[src/rtl/assert_macros.svh]
// Concurrent assertion helpers for the top-level RTL.
`ifndef ASSERT_MACROS_SVH
`define ASSERT_MACROS_SVH

// Same-cycle implication, ignored while reset is asserted.
`define ASSERT_SAME(label, clk, rstn, ante, cons) \
    label: assert property (@(posedge clk) disable iff (!rstn) (ante) |-> (cons)) \
        else $error("assertion failed");

// Next-cycle implication, checked during reset too.
`define ASSERT_NEXT(label, clk, ante, cons) \
    label: assert property (@(posedge clk) (ante) |=> (cons)) \
        else $error("assertion failed");

`endif

[src/rtl/bas_pkg.sv]
package bas_pkg;

    localparam int PERCENT    = 100;
    localparam int COORD_W    = 13;
    localparam int SCALED_W   = 17;
    localparam int DIVIDEND_W = 24;
    localparam int DIVISOR_W  = 16;
    localparam int COUNT_W    = 15;
    localparam int COLOR_W    = 24;

    typedef enum logic {
        CMD_WRITE  = 1'b0,
        CMD_RENDER = 1'b1
    } cmd_t;

    typedef enum logic [2:0] {
        CFG_IMAGE_WIDTH  = 3'd0,
        CFG_IMAGE_HEIGHT = 3'd1,
        CFG_ZOOM_PERCENT = 3'd2,
        CFG_PAN_X        = 3'd3,
        CFG_PAN_Y        = 3'd4,
        CFG_VIEW_WIDTH   = 3'd5,
        CFG_VIEW_HEIGHT  = 3'd6,
        CFG_BACKDROP     = 3'd7
    } cfg_index_t;

    typedef enum logic [1:0] {
        JOB_WRITE,
        JOB_BOX,
        JOB_FILL
    } job_kind_t;

    typedef struct packed {
        job_kind_t            kind;
        logic [COORD_W-1:0]   x0;
        logic [COORD_W-1:0]   x1;
        logic [COORD_W-1:0]   y0;
        logic [COORD_W-1:0]   y1;
        logic [COLOR_W-1:0]   data;
    } job_t;

    typedef struct packed {
        logic [9:0]  image_width;
        logic [9:0]  image_height;
        logic [10:0] zoom_percent;
        logic [12:0] pan_x;
        logic [12:0] pan_y;
        logic [12:0] view_width;
        logic [12:0] view_height;
        logic [47:0] backdrop_colors;
    } cfg_t;

    typedef enum logic [3:0] {
        F_IDLE,
        F_SCALE_X,
        F_SCALE_Y,
        F_PLACE,
        F_DIV_X0,
        F_DIV_Y0,
        F_DIV_X1,
        F_DIV_Y1,
        F_CLIP,
        F_PUSH
    } front_state_t;

    typedef enum logic [2:0] {
        B_IDLE,
        B_SCAN,
        B_DRAIN,
        B_DIV_R,
        B_DIV_G,
        B_DIV_B,
        B_OUT
    } back_state_t;

endpackage

[src/rtl/bas_fifo.sv]
module bas_fifo (
    input  logic           aclk,
    input  logic           aresetn,
    input  logic           push,
    input  bas_pkg::job_t  push_data,
    input  logic           pop,
    output bas_pkg::job_t  pop_data,
    output logic           full,
    output logic           empty
);
    import bas_pkg::*;

    localparam int DEPTH = 4;
    localparam int PTR_W = $clog2(DEPTH);

    job_t             entry_reg [DEPTH];
    logic [PTR_W-1:0] wr_ptr_reg, wr_ptr_next;
    logic [PTR_W-1:0] rd_ptr_reg, rd_ptr_next;
    logic [PTR_W:0]   count_reg, count_next;

    always_comb begin
        wr_ptr_next = wr_ptr_reg;
        rd_ptr_next = rd_ptr_reg;
        count_next  = count_reg;
        if (push) begin
            wr_ptr_next = wr_ptr_reg + 1'b1;
        end
        if (pop) begin
            rd_ptr_next = rd_ptr_reg + 1'b1;
        end
        if (push && !pop) begin
            count_next = count_reg + 1'b1;
        end else if (pop && !push) begin
            count_next = count_reg - 1'b1;
        end
    end

    always_ff @(posedge aclk) begin
        if (!aresetn) begin
            wr_ptr_reg <= '0;
            rd_ptr_reg <= '0;
            count_reg  <= '0;
        end else begin
            wr_ptr_reg <= wr_ptr_next;
            rd_ptr_reg <= rd_ptr_next;
            count_reg  <= count_next;
        end
        if (push) begin
            entry_reg[wr_ptr_reg] <= push_data;
        end
    end

    assign pop_data = entry_reg[rd_ptr_reg];
    assign full     = (count_reg == (PTR_W+1)'(DEPTH));
    assign empty    = (count_reg == '0);

endmodule

[config.mk]
export PLATFORM = sky130hd
export DESIGN_NAME = bas_fifo
export DESIGN_NICKNAME = d
export VERILOG_FILES = /design/src/rtl/assert_macros.svh /design/src/rtl/bas_pkg.sv /design/src/rtl/bas_fifo.sv
export SDC_FILE = /design/constraint.sdc
export NUM_CORES = 1
export LEC_CHECK = 0
export BUFFER_PORTS_ARGS = -buffer_cell sky130_fd_sc_hd__buf_2
export CAP_MARGIN = 10
export CORE_UTILIZATION = 38
export CTS_CLUSTER_DIAMETER = 80
export DETAILED_ROUTE_END_ITERATION = 8
export PLACE_DENSITY = 0.69
export SLEW_MARGIN = 10
export SYNTH_ARGS = -nofsm -noshare
export SYNTH_HDL_FRONTEND = slang
export SYNTH_SLANG_ARGS = --single-unit
[constraint.sdc]
create_clock -name aclk -period 3 [get_ports aclk]
set_input_delay 0.3 -clock aclk [delete_from_list [all_inputs] [get_ports aclk]]
set_output_delay 0.3 -clock aclk [all_outputs]
set_load 0.005 [all_outputs]
==> flow_summary.rst <==
.. list-table::
   :header-rows: 1

   * - Metric
     - Value
   * - Result of the run
     - complete, no violations
   * - Final nets
     - 739
   * - Cell count after synthesis
     - 451
   * - Clock tree root driver cell
     - sky130_fd_sc_hd__clkbuf_16
   * - Maximum clock frequency
     - 407.4 MHz
   * - Kind of start point of the critical path
     - flip-flop
   * - Detail Placement HPWL
     - 12,670 µm
   * - Relative contribution of sequential cells to total power
     - 52.6%
   * - Source of the worst hold timing path
     - push_data[12]
   * - H-Tree Depth
     - 2
   * - TritonCTS clock tree
     - built
   * - Standard-cell row count
     - 63
   * - Switching part of the total
     - 21.08%
   * - Warnings, synthesis
     - 0
   * - Mapped Avg Cell Area
     - 25.98 µm²
   * - Detailed Route WL
     - 21,530 µm
   * - Cts-stage hold buffer count
     - 14
   * - Commonest cells after routing, fill and taps aside
     - sky130_fd_sc_hd__edfxtp_1, sky130_fd_sc_hd__buf_2, sky130_fd_sc_hd__mux4_2
   * - Cell family with most CP delay
     - flip-flops
   * - CP Cell Sequence
     - buf_12 > mux4_2 > buf_2
   * - Number of antenna violations at the first check in global routing
     - 3
   * - Final setup viols
     - 0
   * - Iteration-0 DRC Markers
     - 320
   * - Vias per inst
     - 4.965
   * - RSZ-0062 raised after global routing
     - no
   * - Number of CTS-inserted buffers
     - 35
   * - Number of buffers on the longest clock path
     - 3
   * - Worst ir drop on vdd
     - 0.5939 mV
   * - LEAKAGE
     - 0.004746 µW
   * - Biggest fanout along the worst timing path
     - 40
   * - Crit path buf inv count
     - 2
   * - First-pass GRT wire length
     - 33,100 µm
   * - R2R Path Start
     - wr_ptr_reg[0]
   * - Design internal power
     - 7833 µW
   * - Commonest non-fill, non-tap cell in the layout
     - sky130_fd_sc_hd__edfxtp_1
   * - Slowest-stage cell, CP
     - sky130_fd_sc_hd__dfxtp_4
   * - Clk pwr share
     - 38.6%
   * - Buffers added on ports
     - 161
   * - Library cell occupying the most area in the post-synthesis netlist
     - sky130_fd_sc_hd__edfxtp_1
   * - Sum of negative setup slack
     - 0 ns
   * - Minimum hold slack
     - 0.02175 ns
   * - Met2 routed wirelength
     - 11,240 µm
   * - Total core area
     - 29,950 µm²
   * - Minimum clock period
     - 2.454 ns
   * - Worst path required time
     - 2.70 ns
   * - Worst-path clk slew
     - 0.06 ns
   * - Starting density of the core
     - 39.12%
   * - Most area-consuming cells after synthesis
     - sky130_fd_sc_hd__edfxtp_1, sky130_fd_sc_hd__mux4_2, sky130_fd_sc_hd__dfxtp_1
   * - Clock net sink count
     - 321
   * - Met1 routed wirelength after detailed routing
     - 8647 µm
   * - Synthesized cell area
     - 11,720 µm²
   * - Post-synth net total
     - 539
   * - Largest net degree at the start of global routing
     - 79
   * - Met3 wirelength from detailed routing
     - 1177 µm
   * - # resized after CTS
     - 0
   * - Detail Route Antenna Nets
     - 0
   * - Post-synthesis register bit count
     - 321
   * - GPL Wtd Cong
     - 0.6922
   * - Floorplan die area
     - 31,550 µm²
   * - Remaining DRCs
     - 0
   * - Max reg flops
     - 312
   * - Arr. time, crit path
     - 2.15 ns
   * - Per-cell routed wire length
     - 20.22 µm
   * - Worst hold path class
     - primary input to flip-flop
   * - Area share of the leading cell type in the synthesized netlist
     - 79.95%
   * - Overall Global Routing Usage
     - 13.97%
   * - Number of failing hold endpoints at the final stage
     - 0
   * - Worst slew pin tran
     - 0.6848 ns
   * - Share of total power in combinational logic
     - 8.7%
   * - Die extent in y
     - 177.6 µm
   * - Count of distinct cell types in the synthesized netlist
     - 22
   * - CP endpoint kind
     - output port
   * - Final slew viol count
     - 0
   * - Highest metal layer with signal wires
     - met4
   * - Num ports
     - 162
   * - First-pass iteration count of the detailed router
     - 4
   * - Post-CTS Setup Inserts
     - 0
   * - Share of the clock period used by the worst path
     - 81.81%
   * - Share of final-layout standard cells stronger than drive strength 1
     - 43.90%
   * - Cell Pwr Density
     - 700.1 nW/µm²
   * - P_sw
     - 2093 µW
   * - Die outline width
     - 177.6 µm
   * - Type of the worst setup path
     - flip-flop to output port
   * - Worst clock skew on the final layout
     - 0.01473 ns
   * - Post-synthesis sequential area ratio
     - 81.49%
   * - Clock latency of the later-clocked register in the worst-skew pair
     - 0.49 ns
   * - Via count of the first global-routing pass
     - 5,897
   * - Area added between synthesis and finish
     - 20.98%
   * - Number of max-capacitance violations reported
     - 0
   * - Worst rel slew slack
     - 54.35%
   * - Stage delay of the slowest cell on the critical path
     - 0.75 ns
   * - Residual overflow from global routing
     - 0
   * - Total vias in the final route
     - 5,288
-- cells in the mapped netlist --
cell type and count:
sky130_fd_sc_hd__edfxtp_1 312, sky130_fd_sc_hd__mux4_2 78, sky130_fd_sc_hd__and2_1 9, sky130_fd_sc_hd__dfxtp_1 9
sky130_fd_sc_hd__buf_4 5, sky130_fd_sc_hd__clkbuf_1 5, sky130_fd_sc_hd__ha_1 5, sky130_fd_sc_hd__buf_2 4
sky130_fd_sc_hd__inv_1 4, sky130_fd_sc_hd__buf_12 3, sky130_fd_sc_hd__xor2_1 3, sky130_fd_sc_hd__mux2i_1 2
sky130_fd_sc_hd__nor2b_1 2, sky130_fd_sc_hd__xnor2_1 2, sky130_fd_sc_hd__a21boi_0 1, sky130_fd_sc_hd__buf_6 1
sky130_fd_sc_hd__fa_1 1, sky130_fd_sc_hd__nand2_1 1, sky130_fd_sc_hd__nor3_1 1, sky130_fd_sc_hd__nor3b_1 1
sky130_fd_sc_hd__o21ai_0 1, sky130_fd_sc_hd__or3_1 1
-- stage by stage --
step	cells	total power, µW	setup slack (ns)	utilization (%)	area (µm²)
floorplan	451	5807	0.1959	-	11720
global placement	990	6158	1.017	43.41	13000
detailed placement	990	6200	1.007	43.41	13000
CTS	1062	10060	0.4749	47.31	14170
global route	1062	10300	0.4050	47.31	14170
finish	1065	9925	0.5456	47.33	14180
-- worst register-to-register path, cell delays in order, from the launching register on --
cell and delay (ns):
sky130_fd_sc_hd__dfxtp_1 0.40, sky130_fd_sc_hd__ha_1 0.19, sky130_fd_sc_hd__and2_4 0.57, sky130_fd_sc_hd__buf_12 0.39
-- layer usage --
layer | global-route usage [%] | vias up
met5 | 0 | -
met4 | 4.416 | 0
met3 | 3.342 | 43
met2 | 24.40 | 145
met1 | 17.05 | 2770
li1 | - | 2330
-- kinds of logic after synthesis --
kind of cell	share of synthesized area [%]
adder cells (fa/ha/maj)	0.7047
multiplexers	15.16
AND/OR/NAND/NOR	0.7794
flip-flops	81.49
AO/OA/AOI/OAI	0.1068
XOR/XNOR	0.3738
buffers and inverters	1.388
-- worst paths after layout --
| check | depth (start not counted) | end | slack [ns] |
|---|---|---|---|
| max | 3 | pop_data[0] | 0.55 |
| min | 1 | entry_reg[1][12] | 0.02 |
| max reg2reg | 3 | entry_reg[3][53] | 1.11 |
| min reg2reg | 2 | count_reg[2] | 0.53 |
-- layout make-up --
cell class	instances	area, µm²
clock buffer	44	952.2
inverter	4	15.01
multi-input combinational	108	2017
sequential	321	9557
tap	390	488.0
antenna	3	7.507
clock inverter	14	75.07
timing repair buffer	181	1066
fill	2468	15780
-- power by group through the flow --
stage | Clock, µW | Sequential (µW) | Combinational (µW)
6_report | 3830 | 5220 | 866
3_3_place_gp | 0 | 5300 | 853
2_1_floorplan | 0 | 5290 | 514
4_1_cts | 3940 | 5230 | 895
3_5_place_dp | 0 | 5320 | 877
5_1_grt | 4100 | 5240 | 956
(Power assumes the default switching activity.)
