## src/rtl/assert_macros.svh

```systemverilog
// Concurrent assertion helpers for the top-level RTL.
`ifndef ASSERT_MACROS_SVH
`define ASSERT_MACROS_SVH

// Same-cycle implication, ignored while reset is asserted.
`define ASSERT_SAME(label, clk, rstn, ante, cons) \
    label: assert property (@(posedge clk) disable iff (!rstn) (ante) |-> (cons)) \
        else $error("assertion failed");

// Next-cycle implication, checked during reset too.
`define ASSERT_NEXT(label, clk, ante, cons) \
    label: assert property (@(posedge clk) (ante) |=> (cons)) \
        else $error("assertion failed");

`endif

```

## src/rtl/bas_pkg.sv

```systemverilog
package bas_pkg;

    localparam int PERCENT    = 100;
    localparam int COORD_W    = 13;
    localparam int SCALED_W   = 17;
    localparam int DIVIDEND_W = 24;
    localparam int DIVISOR_W  = 16;
    localparam int COUNT_W    = 15;
    localparam int COLOR_W    = 24;

    typedef enum logic {
        CMD_WRITE  = 1'b0,
        CMD_RENDER = 1'b1
    } cmd_t;

    typedef enum logic [2:0] {
        CFG_IMAGE_WIDTH  = 3'd0,
        CFG_IMAGE_HEIGHT = 3'd1,
        CFG_ZOOM_PERCENT = 3'd2,
        CFG_PAN_X        = 3'd3,
        CFG_PAN_Y        = 3'd4,
        CFG_VIEW_WIDTH   = 3'd5,
        CFG_VIEW_HEIGHT  = 3'd6,
        CFG_BACKDROP     = 3'd7
    } cfg_index_t;

    typedef enum logic [1:0] {
        JOB_WRITE,
        JOB_BOX,
        JOB_FILL
    } job_kind_t;

    typedef struct packed {
        job_kind_t            kind;
        logic [COORD_W-1:0]   x0;
        logic [COORD_W-1:0]   x1;
        logic [COORD_W-1:0]   y0;
        logic [COORD_W-1:0]   y1;
        logic [COLOR_W-1:0]   data;
    } job_t;

    typedef struct packed {
        logic [9:0]  image_width;
        logic [9:0]  image_height;
        logic [10:0] zoom_percent;
        logic [12:0] pan_x;
        logic [12:0] pan_y;
        logic [12:0] view_width;
        logic [12:0] view_height;
        logic [47:0] backdrop_colors;
    } cfg_t;

    typedef enum logic [3:0] {
        F_IDLE,
        F_SCALE_X,
        F_SCALE_Y,
        F_PLACE,
        F_DIV_X0,
        F_DIV_Y0,
        F_DIV_X1,
        F_DIV_Y1,
        F_CLIP,
        F_PUSH
    } front_state_t;

    typedef enum logic [2:0] {
        B_IDLE,
        B_SCAN,
        B_DRAIN,
        B_DIV_R,
        B_DIV_G,
        B_DIV_B,
        B_OUT
    } back_state_t;

endpackage

```

## src/rtl/bas_div.sv

```systemverilog
module bas_div (
    input  logic                             aclk,
    input  logic                             aresetn,
    input  logic                             start,
    input  logic [bas_pkg::DIVIDEND_W-1:0]   dividend,
    input  logic [bas_pkg::DIVISOR_W-1:0]    divisor,
    output logic                             done,
    output logic [bas_pkg::DIVIDEND_W-1:0]   quotient
);
    import bas_pkg::*;

    localparam int CNT_W = $clog2(DIVIDEND_W);

    logic                  busy_reg, busy_next;
    logic                  done_reg, done_next;
    logic [CNT_W-1:0]      cnt_reg, cnt_next;
    logic [DIVISOR_W-1:0]  rem_reg, rem_next;
    logic [DIVISOR_W-1:0]  dvs_reg, dvs_next;
    logic [DIVIDEND_W-1:0] quo_reg, quo_next;
    logic [DIVISOR_W:0]    trial;

    // Restoring division, one quotient bit per cycle, dividend shifted out of quo_reg.
    always_comb begin
        busy_next = busy_reg;
        done_next = 1'b0;
        cnt_next  = cnt_reg;
        rem_next  = rem_reg;
        dvs_next  = dvs_reg;
        quo_next  = quo_reg;
        trial     = {rem_reg, quo_reg[DIVIDEND_W-1]};
        if (busy_reg) begin
            if (trial >= {1'b0, dvs_reg}) begin
                rem_next = DIVISOR_W'(trial - {1'b0, dvs_reg});
                quo_next = {quo_reg[DIVIDEND_W-2:0], 1'b1};
            end else begin
                rem_next = trial[DIVISOR_W-1:0];
                quo_next = {quo_reg[DIVIDEND_W-2:0], 1'b0};
            end
            cnt_next = cnt_reg + 1'b1;
            if (cnt_reg == CNT_W'(DIVIDEND_W - 1)) begin
                busy_next = 1'b0;
                done_next = 1'b1;
            end
        end else if (start) begin
            busy_next = 1'b1;
            cnt_next  = '0;
            rem_next  = '0;
            dvs_next  = divisor;
            quo_next  = dividend;
        end
    end

    always_ff @(posedge aclk) begin
        if (!aresetn) begin
            busy_reg <= 1'b0;
            done_reg <= 1'b0;
            cnt_reg  <= '0;
        end else begin
            busy_reg <= busy_next;
            done_reg <= done_next;
            cnt_reg  <= cnt_next;
        end
        rem_reg <= rem_next;
        dvs_reg <= dvs_next;
        quo_reg <= quo_next;
    end

    assign done     = done_reg;
    assign quotient = quo_reg;

endmodule

```

## src/rtl/bas_front.sv

```systemverilog
module bas_front #(
    parameter int MAX_IMAGE_WIDTH  = 512,
    parameter int MAX_IMAGE_HEIGHT = 512
) (
    input  logic           aclk,
    input  logic           aresetn,
    input  bas_pkg::cfg_t  cfg,
    input  logic           in_valid,
    output logic           in_ready,
    input  logic           in_cmd,
    input  logic [11:0]    in_pos_x,
    input  logic [11:0]    in_pos_y,
    input  logic [23:0]    in_pixel,
    output logic           q_push,
    output bas_pkg::job_t  q_data,
    input  logic           q_full
);
    import bas_pkg::*;

    localparam logic [COORD_W-1:0] MAX_W = COORD_W'(MAX_IMAGE_WIDTH);
    localparam logic [COORD_W-1:0] MAX_H = COORD_W'(MAX_IMAGE_HEIGHT);
    localparam int                 PROD_W      = 21;
    localparam int                 RECIP_SHIFT = 30;
    localparam logic [23:0]        RECIP_100   = 24'd10737419;

    front_state_t          state_reg, state_next;
    logic                  div_run_reg, div_run_next;
    logic [11:0]           px_reg, px_next, py_reg, py_next;
    logic [SCALED_W-1:0]   scaled_x_reg, scaled_x_next, scaled_y_reg, scaled_y_next;
    logic [SCALED_W-1:0]   dx_reg, dx_next, dy_reg, dy_next;
    logic [COORD_W-1:0]    sx0_reg, sx0_next, sx1_reg, sx1_next;
    logic [COORD_W-1:0]    sy0_reg, sy0_next, sy1_reg, sy1_next;
    logic [PROD_W-1:0]     prod_reg, prod_next;
    job_t                  job_reg, job_next;

    logic [COORD_W-1:0]    w, h, x1_clip, y1_clip;
    logic [10:0]           z;
    logic                  shrink;
    logic                  div_start, div_done;
    logic [DIVIDEND_W-1:0] div_dividend, div_quo;
    logic [DIVISOR_W-1:0]  div_divisor;
    logic                  cent_x, cent_y, in_x, in_y, odd;
    logic [SCALED_W-1:0]   half_x, half_y;
    logic signed [18:0]    dxs, dys;
    logic                  accept;
    logic [46:0]           scale_prod;
    logic [SCALED_W-1:0]   scale_q;

    bas_div u_div (
        .aclk     (aclk),
        .aresetn  (aresetn),
        .start    (div_start),
        .dividend (div_dividend),
        .divisor  (div_divisor),
        .done     (div_done),
        .quotient (div_quo)
    );

    always_comb begin
        if (cfg.image_width == '0) begin
            w = COORD_W'(1);
        end else if ({3'b0, cfg.image_width} > MAX_W) begin
            w = MAX_W;
        end else begin
            w = {3'b0, cfg.image_width};
        end
        if (cfg.image_height == '0) begin
            h = COORD_W'(1);
        end else if ({3'b0, cfg.image_height} > MAX_H) begin
            h = MAX_H;
        end else begin
            h = {3'b0, cfg.image_height};
        end
        z      = (cfg.zoom_percent == '0) ? 11'd1 : cfg.zoom_percent;
        shrink = z < 11'(PERCENT);
    end

    // The product stays below 2^21, where the rounded-up reciprocal gives the exact quotient.
    assign scale_prod = 47'(prod_reg) * 47'(RECIP_100);
    assign scale_q    = scale_prod[RECIP_SHIFT +: SCALED_W];

    // Placement: centered when the scaled extent is narrower than the view, else panned.
    always_comb begin
        cent_x = scaled_x_reg < {4'b0, cfg.view_width};
        cent_y = scaled_y_reg < {4'b0, cfg.view_height};
        half_x = SCALED_W'({4'b0, cfg.view_width} - scaled_x_reg) >> 1;
        half_y = SCALED_W'({4'b0, cfg.view_height} - scaled_y_reg) >> 1;
        dxs = cent_x ? ($signed({7'b0, px_reg}) - $signed({2'b0, half_x}))
                     : ($signed({7'b0, px_reg}) + $signed({6'b0, cfg.pan_x}));
        dys = cent_y ? ($signed({7'b0, py_reg}) - $signed({2'b0, half_y}))
                     : ($signed({7'b0, py_reg}) + $signed({6'b0, cfg.pan_y}));
        in_x = !dxs[18] && (dxs[17:0] < {1'b0, scaled_x_reg});
        in_y = !dys[18] && (dys[17:0] < {1'b0, scaled_y_reg});
        odd  = px_reg[4] ^ py_reg[4];
        x1_clip = (sx1_reg > w) ? w : sx1_reg;
        if (x1_clip <= sx0_reg) begin
            x1_clip = sx0_reg + 1'b1;
        end
        y1_clip = (sy1_reg > h) ? h : sy1_reg;
        if (y1_clip <= sy0_reg) begin
            y1_clip = sy0_reg + 1'b1;
        end
    end

    always_comb begin
        unique case (state_reg)
            F_DIV_X0:  div_dividend = DIVIDEND_W'(dx_reg) * DIVIDEND_W'(PERCENT);
            F_DIV_Y0:  div_dividend = DIVIDEND_W'(dy_reg) * DIVIDEND_W'(PERCENT);
            F_DIV_X1:  div_dividend = DIVIDEND_W'(dx_reg + 1'b1) * DIVIDEND_W'(PERCENT);
            F_DIV_Y1:  div_dividend = DIVIDEND_W'(dy_reg + 1'b1) * DIVIDEND_W'(PERCENT);
            default:   div_dividend = '0;
        endcase
        div_divisor = DIVISOR_W'(z);
    end

    assign in_ready = (state_reg == F_IDLE) && !q_full;
    assign accept   = in_valid && in_ready;

    always_comb begin
        state_next    = state_reg;
        div_run_next  = div_run_reg;
        px_next       = px_reg;
        py_next       = py_reg;
        scaled_x_next = scaled_x_reg;
        scaled_y_next = scaled_y_reg;
        dx_next       = dx_reg;
        dy_next       = dy_reg;
        sx0_next      = sx0_reg;
        sx1_next      = sx1_reg;
        sy0_next      = sy0_reg;
        sy1_next      = sy1_reg;
        prod_next     = prod_reg;
        job_next      = job_reg;
        div_start     = 1'b0;
        q_push        = 1'b0;
        q_data        = job_reg;

        unique case (state_reg)
            F_IDLE: begin
                if (accept) begin
                    px_next = in_pos_x;
                    py_next = in_pos_y;
                    if (in_cmd == CMD_RENDER) begin
                        state_next = F_SCALE_X;
                    end else if ({1'b0, in_pos_x} < MAX_W && {1'b0, in_pos_y} < MAX_H) begin
                        // Writes beyond the storage are dropped here.
                        q_push      = 1'b1;
                        q_data.kind = JOB_WRITE;
                        q_data.x0   = {1'b0, in_pos_x};
                        q_data.x1   = {1'b0, in_pos_x};
                        q_data.y0   = {1'b0, in_pos_y};
                        q_data.y1   = {1'b0, in_pos_y};
                        q_data.data = in_pixel;
                    end
                end
            end
            F_SCALE_X, F_SCALE_Y: begin
                // The product is registered first, then scaled down by 100 from the register.
                if (!div_run_reg) begin
                    prod_next    = (state_reg == F_SCALE_X) ? PROD_W'(w) * PROD_W'(z)
                                                            : PROD_W'(h) * PROD_W'(z);
                    div_run_next = 1'b1;
                end else begin
                    div_run_next = 1'b0;
                    if (state_reg == F_SCALE_X) begin
                        scaled_x_next = scale_q;
                        state_next    = F_SCALE_Y;
                    end else begin
                        scaled_y_next = scale_q;
                        state_next    = F_PLACE;
                    end
                end
            end
            F_DIV_X0, F_DIV_Y0, F_DIV_X1, F_DIV_Y1: begin
                if (!div_run_reg) begin
                    div_start    = 1'b1;
                    div_run_next = 1'b1;
                end else if (div_done) begin
                    div_run_next = 1'b0;
                    unique case (state_reg)
                        F_DIV_X0: begin
                            sx0_next   = div_quo[COORD_W-1:0];
                            state_next = F_DIV_Y0;
                        end
                        F_DIV_Y0: begin
                            sy0_next = div_quo[COORD_W-1:0];
                            if (shrink) begin
                                state_next = F_DIV_X1;
                            end else begin
                                sx1_next   = sx0_reg + 1'b1;
                                sy1_next   = div_quo[COORD_W-1:0] + 1'b1;
                                state_next = F_CLIP;
                            end
                        end
                        F_DIV_X1: begin
                            sx1_next   = div_quo[COORD_W-1:0];
                            state_next = F_DIV_Y1;
                        end
                        default: begin
                            sy1_next   = div_quo[COORD_W-1:0];
                            state_next = F_CLIP;
                        end
                    endcase
                end
            end
            F_PLACE: begin
                dx_next = dxs[SCALED_W-1:0];
                dy_next = dys[SCALED_W-1:0];
                if (in_x && in_y) begin
                    state_next = F_DIV_X0;
                end else begin
                    job_next.kind = JOB_FILL;
                    job_next.data = odd ? cfg.backdrop_colors[47:24]
                                        : cfg.backdrop_colors[23:0];
                    state_next    = F_PUSH;
                end
            end
            F_CLIP: begin
                job_next.kind = JOB_BOX;
                job_next.x0   = sx0_reg;
                job_next.x1   = x1_clip;
                job_next.y0   = sy0_reg;
                job_next.y1   = y1_clip;
                state_next    = F_PUSH;
            end
            F_PUSH: begin
                if (!q_full) begin
                    q_push     = 1'b1;
                    state_next = F_IDLE;
                end
            end
            default: state_next = F_IDLE;
        endcase
    end

    always_ff @(posedge aclk) begin
        if (!aresetn) begin
            state_reg   <= F_IDLE;
            div_run_reg <= 1'b0;
        end else begin
            state_reg   <= state_next;
            div_run_reg <= div_run_next;
        end
        px_reg       <= px_next;
        py_reg       <= py_next;
        scaled_x_reg <= scaled_x_next;
        scaled_y_reg <= scaled_y_next;
        dx_reg       <= dx_next;
        dy_reg       <= dy_next;
        sx0_reg      <= sx0_next;
        sx1_reg      <= sx1_next;
        sy0_reg      <= sy0_next;
        sy1_reg      <= sy1_next;
        prod_reg     <= prod_next;
        job_reg      <= job_next;
    end

endmodule

```

## config.mk

```make
export PLATFORM = sky130hd
export DESIGN_NAME = bas_front
export DESIGN_NICKNAME = d
export VERILOG_FILES = /design/src/rtl/assert_macros.svh /design/src/rtl/bas_pkg.sv /design/src/rtl/bas_div.sv /design/src/rtl/bas_front.sv
export SDC_FILE = /design/constraint.sdc
export NUM_CORES = 2
export LEC_CHECK = 0
export ABC_CLOCK_PERIOD_IN_PS = 9700
export BUFFER_PORTS_ARGS = -buffer_cell sky130_fd_sc_hd__buf_2
export CAP_MARGIN = 40
export CORE_MARGIN = 1
export CORE_UTILIZATION = 60
export DETAILED_ROUTE_END_ITERATION = 6
export GPL_TIMING_DRIVEN = 0
export PLACE_DENSITY = 0.84
export SLEW_MARGIN = 20
export SYNTH_ARGS = -nofsm -noshare
export SYNTH_HDL_FRONTEND = slang
export SYNTH_SLANG_ARGS = --single-unit
```

## constraint.sdc

```tcl
create_clock -name aclk -period 9.7 [get_ports aclk]
set_clock_uncertainty 0.2 [all_clocks]
set_input_delay 0.485 -clock aclk [delete_from_list [all_inputs] [get_ports aclk]]
set_output_delay 0.485 -clock aclk [all_outputs]
set_load 0.02 [all_outputs]
```

==> impl_metrics.yaml <==
outcome:
  status: "finished clean"
critical_path:
  crit_chain: "fa_1 > inv_1 > fa_1 > inv_1 > fa_1 > fa_1 > inv_1 > fa_1 > inv_1 > fa_1 > fa_1 > ha_1 > nand2_1 > o21ai_0 > a221oi_1 > o32ai_1 > o21ai_1 > and3_1 > o31a_1 > nand2b_1 > a21oi_1 > xor2_1"
  startpoint_type: "flop"
  path_common_cell: "fa_1"
  critPathMaxFanout: 7
  cp_data_arrival_time_ns: 7.98
  worst-setup-path-type: "reg2reg"
  worstSetupEndpointType: "flop"
  slowest_stage: "fa_1"
  cpPeakStageDelay_ns: 0.76
  crit_required_ns: 9.85
global_routing:
  grt_pass1_wl_mm: 178
  grt_overflow: 0
  grt_max_degree: 28
  antenna_found_initial: 1
  grt_pass1_vias: 33300
  grt.total_usage_pct: 32.8
timing:
  setup_ws_ns: 1.86
  hold_viol: 0
  max_freq_ghz: 0.128
  relSlewSlack_pct: 35.5
  tightest_slew_ns: 0.942
  final.min_clock_period_ns: 7.84
  setup_tns_ns: 0
  final_max_slew_viol_count: 0
  post-route-period-util_pct: 80.8
  setup_violations: 0
  rsz0062_at_grt: "no"
flow_run:
  drv_cap: 0
logic_synthesis:
  synth-main-ff-cell: "edfxtp_1"
  synth_top_cell_by_area: "ha_1"
  async_flop_share_pct: 0
  syn_inst: 4406
  yosysMostFrequentCell: "inv_1"
  synth_common_cells: "inv_1, ha_1, nand2_1"
  syn_area_per_cell_um2: 9.37
  synth.top_cells.by_area: "ha_1, edfxtp_1, fa_1"
  synth_top_area_share_pct: 22.0
  yosys_warnings: 0
  yosysSeqAreaShare_pct: 21.7
  syn_area_mm2: 0.0413
  synth_edf_count: 290
  ys_types: 78
  ys_ff_latch: 302
floorplanning:
  die_area_mm2: 0.0699
  rows: 95
  dieWidth_um: 264
  initial_core_util_pct: 61.0
  core_mm2: 0.0676
  ios: 264
  die-height_um: 264
routing:
  wl_met1_mm: 44.9
  drt_iter0_markers: 2620
  routed_via_density: 5.81
  antenna_left: 0
  wl_per_cell_um: 20.2
  totalWireLength_mm: 114
  dr.pass1.iters: 6
  drc: 0
  wl_met2_mm: 54.2
  wl_met3_mm: 9.14
  vias: 32800
  routed.top_layer: "met4"
clocking:
  cts_hold_buf: 24
  worst_skew_pair.late_latency_ns: 0.57
  cts_resized: 0
  clock_path_buffers: 3
  post-cts-setup-buffers: 0
  ctsHtreeMaxLevel: 2
  clk_pin_slew_ns: 0.06
  cts_tree: "yes"
  cts_made_buffers: 35
  clkSinkCount: 302
  cts_root_buffer: "clkbuf_16"
cells_and_area:
  fillers: 5200
  largest_reg_flops: 78
  drive_above_1_share_pct: 8.55
  finalInstanceArea_mm2: 0.0454
  nNetsFinal: 6038
  syn_to_final_growth_pct: 9.97
placed_design:
  gp_congestion: 0.991
  dp_hpwl_mm: 94.8
  pre_cts_slack_ns: 1.57
  dpl_cell_area_mm2: 0.0440
  port_buffers: 263
hold_path:
  hold_class: "in2reg"
## area by class of cell
cell class / count / area, µm² / share of cell area, %
plain buffers: 101 / 379 / 0.835
repair buffers: 310 / 1810 / 3.99
clock inverters: 24 / 262 / 0.576
flip-flops and latches: 302 / 8950 / 19.7
inverters: 897 / 3370 / 7.42
well taps: 873 / 1090 / 2.41
clock buffers: 38 / 887 / 1.95
multi-input cells: 3111 / 28600 / 63.1
diodes: 1 / 2.50 / 0.00551
## cell usage in the layout, fill, tap and decap left out, types with 71 or more instances in the layout
master	Yosys	routed
xnor2_1	159	159
edfxtp_1	290	290
clkbuf_1	95	98
xor2_1	81	81
o21ai_0	71	71
nand2_1	426	426
fa_1	371	371
buf_2	0	266
inv_1	893	892
and2_1	124	123
ha_1	725	725
a21oi_1	183	183
nor2_1	174	173
## path summary, 6_finish.rpt
check                                 start               end  slack (ns)  cells past startpoint
worst min-delay path                cfg[18]       job_reg[18]        0.03                      2
worst min register to register   sx0_reg[4]       job_reg[67]        0.26                      0
worst max register to register  prod_reg[3]  scaled_y_reg[14]        1.86                     22
worst max-delay path            prod_reg[3]  scaled_y_reg[14]        1.86                     22
## cell families after synthesis
kind of cell	after synthesis	share of synthesized area (%)
other	1	0.00908
buffers and inverters	998	9.07
DFF	302	21.7
AOI/OAI and AO/OA	606	9.52
muxes	86	2.26
xor gates and xnor gates	240	5.09
and+or+nand+nor	1077	12.4
adders and majority gates	1096	40.0
## worst max-delay path, delay by kind of cell, from the launching register on
family	cells	cell delay [ns]
xor gates and xnor gates	1	0.31
buffers and inverters	4	0.24
adders and majority gates	8	3.99
DFF	1	0.63
and+or+nand+nor	3	0.43
AOI/OAI and AO/OA	6	1.82
## per-layer routing
metal  up-vias  global-route usage, %
li1      15300                      -
met1     15800                   41.4
met2      1467                   54.9
met3       327                   5.06
met4         0                   16.3
met5         -                      0
## metrics by stage
| step | instances | utilization, % | hold WS (ns) |
|---|---|---|---|
| 2_1_floorplan | 4411 | - | 0.226 |
| 3_3_place_gp | 5547 | 64.6 | 0.233 |
| 3_5_place_dp | 5567 | 65.0 | 0.241 |
| 4_1_cts | 5653 | 67.1 | 0.00312 |
| 5_1_grt | 5656 | 67.1 | 0.00892 |
| 6_report | 5657 | 67.1 | 0.0264 |
Power is not shown: default switching activity piles up to over one toggle a cycle in this logic, so the estimate is an artifact.
